File: src/vcp_pkg.sv
package vcp_pkg;

    // Bus operation carried in the kind field of an input item
    typedef enum logic [2:0] {
        OP_CTRL_WR   = 3'd0,
        OP_DATA_WR   = 3'd1,
        OP_STATUS_RD = 3'd2,
        OP_DATA_RD   = 3'd3,
        OP_FRAME_IRQ = 3'd4,
        OP_LINE_IRQ  = 3'd5
    } bus_op_t;

    // Access modes loaded by an address command
    localparam logic [1:0] ACC_VRAM_RD = 2'd0;
    localparam logic [1:0] ACC_CRAM    = 2'd3;

    // Top nibble of a command that loads a display register
    localparam logic [3:0] REG_CMD_TAG   = 4'h8;
    localparam logic [3:0] NUM_DISP_REGS = 4'd11;

    localparam int ADDR_W  = 14;
    localparam int CRAM_AW = 5;

    typedef struct packed {
        logic               rd_en;
        logic [CRAM_AW-1:0] rd_idx;
        logic               wr_en;
        logic [CRAM_AW-1:0] wr_idx;
        logic [7:0]         wr_data;
    } cram_req_t;

endpackage

File: src/vcp_cram.sv
module vcp_cram
    import vcp_pkg::*;
#(
    parameter int CRAM_ENTRIES = 32
) (
    input  logic       aclk,
    input  logic       aresetn,
    input  cram_req_t  req,
    output logic [7:0] rd_data
);

    localparam int CI_W = $clog2(CRAM_ENTRIES);

    logic [7:0]              cram_mem [CRAM_ENTRIES];
    logic [CRAM_ENTRIES-1:0] valid_reg;
    logic [7:0]              rdata_reg;
    logic                    rvalid_reg;

    always_ff @(posedge aclk) begin
        if (req.wr_en) begin
            cram_mem[req.wr_idx[CI_W-1:0]] <= req.wr_data;
        end
        if (req.rd_en) begin
            rdata_reg <= cram_mem[req.rd_idx[CI_W-1:0]];
        end
    end

    // an entry never written reads as zero
    always_ff @(posedge aclk) begin
        if (!aresetn) begin
            valid_reg  <= '0;
            rvalid_reg <= 1'b0;
        end else begin
            if (req.wr_en) begin
                valid_reg[req.wr_idx[CI_W-1:0]] <= 1'b1;
            end
            if (req.rd_en) begin
                rvalid_reg <= valid_reg[req.rd_idx[CI_W-1:0]];
            end
        end
    end

    assign rd_data = rvalid_reg ? rdata_reg : 8'd0;

endmodule

File: config.mk
export PLATFORM = sky130hd
export DESIGN_NAME = vcp_cram
export DESIGN_NICKNAME = d
export VERILOG_FILES = /design/src/vcp_pkg.sv /design/src/vcp_cram.sv
export SDC_FILE = /design/constraint.sdc
export NUM_CORES = 1
export LEC_CHECK = 0
export ABC_AREA = 0
export ABC_CLOCK_PERIOD_IN_PS = 2600
export BUFFER_PORTS_ARGS = -buffer_cell sky130_fd_sc_hd__buf_4
export CORE_ASPECT_RATIO = 2
export CORE_MARGIN = 2
export CORE_UTILIZATION = 55
export DETAILED_ROUTE_END_ITERATION = 6
export GPL_ROUTABILITY_DRIVEN = 1
export PLACE_DENSITY = 0.73
export SLEW_MARGIN = 15
export SYNTH_ARGS = -nofsm -noshare
export SYNTH_HDL_FRONTEND = slang
export SYNTH_SLANG_ARGS = --single-unit
File: constraint.sdc
create_clock -name aclk -period 2.6 [get_ports aclk]
set_input_delay 0.52 -clock aclk [delete_from_list [all_inputs] [get_ports aclk]]
set_output_delay 0.52 -clock aclk [all_outputs]
set_load 0.05 [all_outputs]
Word-level counts from Yosys, hierarchy flattened
Memories as Yosys holds them, arrays and structs flattened. A register that Yosys moved wholly into a read port is not among the register bits. Index checks and enable logic that the tools add are counted.

Logic and storage cells: 15. Input bits: 22. Memories kept: 1. Memory bits (writable): 256. Output and inout port bits: 8. Bits in registers: 33.

$lt $le $gt $ge: 3. Muxes and demuxes: 7. Bitwise gates (word level): 1. Reductions and logical operators: 1.

Memories: cram_mem (depth 32, bits a word 8, read ports 1, clocked after memory_dff 1, write ports 1, line vcp_cram.sv:14) `logic [7:0] cram_mem [CRAM_ENTRIES];`.

Operators by type and width (number): 32-bit OR (1); 5-bit by 6-bit less-than comparator with 1-bit output, second input constant (2); 8-bit 2-to-1 mux (1); 1-bit binary-select mux with 5-bit select (1); 1-bit demux with 5-bit select (1); 5-bit by 1-bit >= comparator with 1-bit output, second input constant (1); 1-bit 2-to-1 mux (4); 1-bit logical AND (1).

Longest topological paths before layout
Depth after elaboration: 5. Depth in mapped cells: 8. Gate-level depth less buffers: 5.

Worst setup path before layout
No wires, ideal clock.

Path type: input to register. Start: input req[14] (netlist name). End: register rdata_reg[0] (read register of cram_mem), data pin. Path buffers: 2. Slack: 0.227 ns. Cell stages on the path: 5. Data arrival time: 2.114 ns. Library setup time: 0.260 ns. Required time: 2.340 ns. Cells stage by stage: buf_2 buf_4 mux4_2 mux4_2 mux2_2.

RTL lines: start, declared (line vcp_cram.sv:8) `input cram_req_t req,`; end, declared (line vcp_cram.sv:16) `logic [7:0] rdata_reg;`.

==> summary.txt <==
Status
  – Outcome: complete, no violations

Floorplanning
  – Die W: 106 um
  – # IOs: 30
  – Rows: 74
  – Initial Utilization: 56.0%
  – Die footprint: 22000 um^2
  – Die outline height: 208 um
  – Core Area: 20400 um^2

Setup path
  – Critical path endpoint category: flop
  – Crit-path max FO: 16
  – Critical path class: input port to flop
  – Reg2reg end: rdata_reg[5]
  – Worst Path Required: 2870 ps
  – R2R setup slack: 660 ps
  – R2r worst-path depth: 3
  – CP startpoint kind: input port
  – Worst r2r src: cram_mem[0][5]
  – Critical path arrival: 2410 ps

Worst hold path
  – Hold endpoint: rdata_reg[6]
  – Hold Path Class: input port to flop
  – Hold Crit Depth: 1
  – HP Start: req[19]

Synthesis
  – Compound-Gate Fraction of Synth Area: 2.66%
  – Simple-gate portion of the synthesized area: 2.96%
  – Unique cell type count in the Yosys netlist: 25
  – Post-synthesis adder-cell area fraction: 0%
  – Syn_nets: 561
  – Synth Instances: 539
  – Seq/Total Area, Yosys: 75.2%
  – Average size of a mapped cell: 21.2 um^2
  – Multiplexer area fraction after synthesis: 18.0%
  – Xor/xnor cell area share of the yosys netlist: 0%
  – Ys Warns: 0
  – Register bit count reported by yosys: 297
  – Post-Syn Area: 11400 um^2
  – Largest family of logic cells by synthesized area: multiplexers

Power and ir drop
  – Power Density: 712 nW/um^2
  – Lkg Pwr: 0.00424 uW
  – Worst IR Drop VDD: 640 uV

Clock tree
  – Reg clk slew, reported paths: 70 ps
  – Sink Count: 297
  – CTS tree: done
  – Inserted Clock Buffers: 24
  – H-tree depth: 1
  – Hold_buf cts: 0
  – CTS root buf: clkbuf_16
  – Clock tree buffer depth: 3
  – Post-CTS sizing: 0
  – Number of setup buffers added after CTS: 0
  – Clk_lat worst skew: 530 ps

Layout
  – Non-filler cells, final: 894
  – Syn-to-layout area delta: 13.7%
  – Max FFs per register: 256
  – Share of cells above drive strength 1: 31.4%
  – Nets: 636
  – Final instance area: 13000 um^2
  – ANT cells: 0
  – Fin util: 63.7%

Drt
  – Vias after detailed routing: 5542
  – Mean number of vias per cell: 6.20
  – First drt pass iteration count: 5
  – Number of remaining DRC errors: 0
  – Detailed-route wire length: 25.1 mm
  – 1st-iter DRT viols: 352
  – Avg WL per Cell: 28.1 um
  – Post-route antenna net violation count: 0

Global route
  – Grt total ovfl: 0
  – Number of global-route vias before repair: 5930
  – Largest net degree at the start of global routing: 34
  – Total GRT Usage: 24.1%
  – First-pass GRT wire length: 37.7 mm
  – Initial antenna violation count: 0

STA
  – Clock Skew: 16.7 ps
  – Fin crit share: 82.1%
  – Worst slew margin: 58.0%
  – Fmax achieved: 469 MHz
  – Final hold vios: 0
  – RSZ-0062 raised after global routing: false
  – Max Transition Viols Final: 0
  – Final setup viols: 0
  – Worst-Margin Slew: 612 ps
  – Minimum clock period: 2130 ps

Job
  – Max-cap viol count: 0

Place
  – Cell Area, Placed: 12300 um^2
  – PortBufs: 29
  – Final Wtd Congestion: 0.872
  – Dpl cells: 854
  – DP Wirelength: 17.0 mm
## synthesized netlist by cell type (all sizes together)
master,n,area [um^2]
o21a,32,240
nand2,6,22.5
clkbuf,14,52.6
mux2,8,90.1
a21oi,3,15.0
and3,1,6.26
o21ai,1,5.00
nand3,6,30.0
a22oi,4,30.0
a211oi,1,7.51
and2,9,56.3
nor2,34,128
buf,13,81.3
a31oi,1,6.26
edfxtp,264,7930
nand2b,2,12.5
dfxtp,33,661
or3,1,6.26
nand3b,5,37.5
mux2i,16,160
nor2b,2,12.5
or3b,3,26.3
mux4,80,1800
## cell type report
| cell class | instances | area, um^2 |
|---|---|---|
| well taps | 266 | 333 |
| clock buffers | 36 | 698 |
| flip-flops and latches | 297 | 8590 |
| multi-input cells | 215 | 2690 |
| fillers | 1373 | 7390 |
| clock inverters | 4 | 23.8 |
| repair buffers | 76 | 646 |
## cells by family (layout without fill, tap and decap cells)
kind of cell / count (synthesis) / after routing
AO/OA/AOI/OAI: 42 / 42
multiplexers: 104 / 104
AND/OR/NAND/NOR: 69 / 69
flip-flops: 297 / 297
buffers and inverters: 27 / 116
## layer usage
layer	GRT usage, %	vias up	routed length [um]
met5	0	-	0
met4	9.85	0	963
met3	2.23	49	1190
met2	45.1	218	14500
met1	27.9	2913	8460
li1	-	2362	-
## per-stage QoR
| stage | setup slack (ps) | hold slack, ps | power, uW | TNS [ps] |
|---|---|---|---|---|
| 5_1_grt | 454 | 331 | 9490 | 0 |
| 4_1_cts | 493 | 319 | 9310 | 0 |
| 6_report | 466 | 334 | 9240 | 0 |
| 3_3_place_gp | -65.1 | 447 | 5920 | -196 |
| 3_5_place_dp | -49.9 | 452 | 5940 | -137 |
| 2_1_floorplan | 227 | 440 | 5700 | 0 |
## critical path, stage by stage
cell,delay [ps]
buf_4,260
buf_12,220
mux4_2,550
mux4_2,520
mux2_2,310
## placed cells by master, fill, tap and decap left out, types with 2 or more instances in the layout
| master | n |
|---|---|
| nand3_1 | 6 |
| clkbuf_16 | 26 |
| nor2_1 | 34 |
| mux2i_1 | 16 |
| nand2b_1 | 2 |
| a22oi_1 | 4 |
| clkinvlp_4 | 2 |
| a21oi_1 | 3 |
| buf_4 | 70 |
| and2_1 | 9 |
| buf_12 | 6 |
| mux2_2 | 8 |
| mux4_2 | 80 |
| nand2_1 | 6 |
| dfxtp_1 | 33 |
| edfxtp_1 | 264 |
| nor2b_1 | 2 |
| clkbuf_1 | 9 |
| nand3b_1 | 5 |
| o21a_1 | 32 |
| or3b_2 | 3 |
## how the worst max path moves through the flow
| stage | startpoint | endpoint | slack, ps | cells past startpoint |
|---|---|---|---|---|
| 2_1_floorplan | req[14] | rdata_reg[0] | 230 | 5 |
| 3_3_place_gp | req[14] | rdata_reg[0] | -70 | 5 |
| 3_5_place_dp | req[14] | rdata_reg[0] | -50 | 5 |
| 4_1_cts | req[14] | rdata_reg[5] | 490 | 5 |
| 5_1_grt | req[14] | rdata_reg[4] | 450 | 5 |
| 6_report | req[14] | rdata_reg[5] | 470 | 5 |
## report_power, final
part / internal [uW] / switching (uW)
registers: 5260 / 23.1
clock network: 1850 / 1560
logic: 245 / 307
total: 7360 / 1890
(Power assumes the default switching activity.)
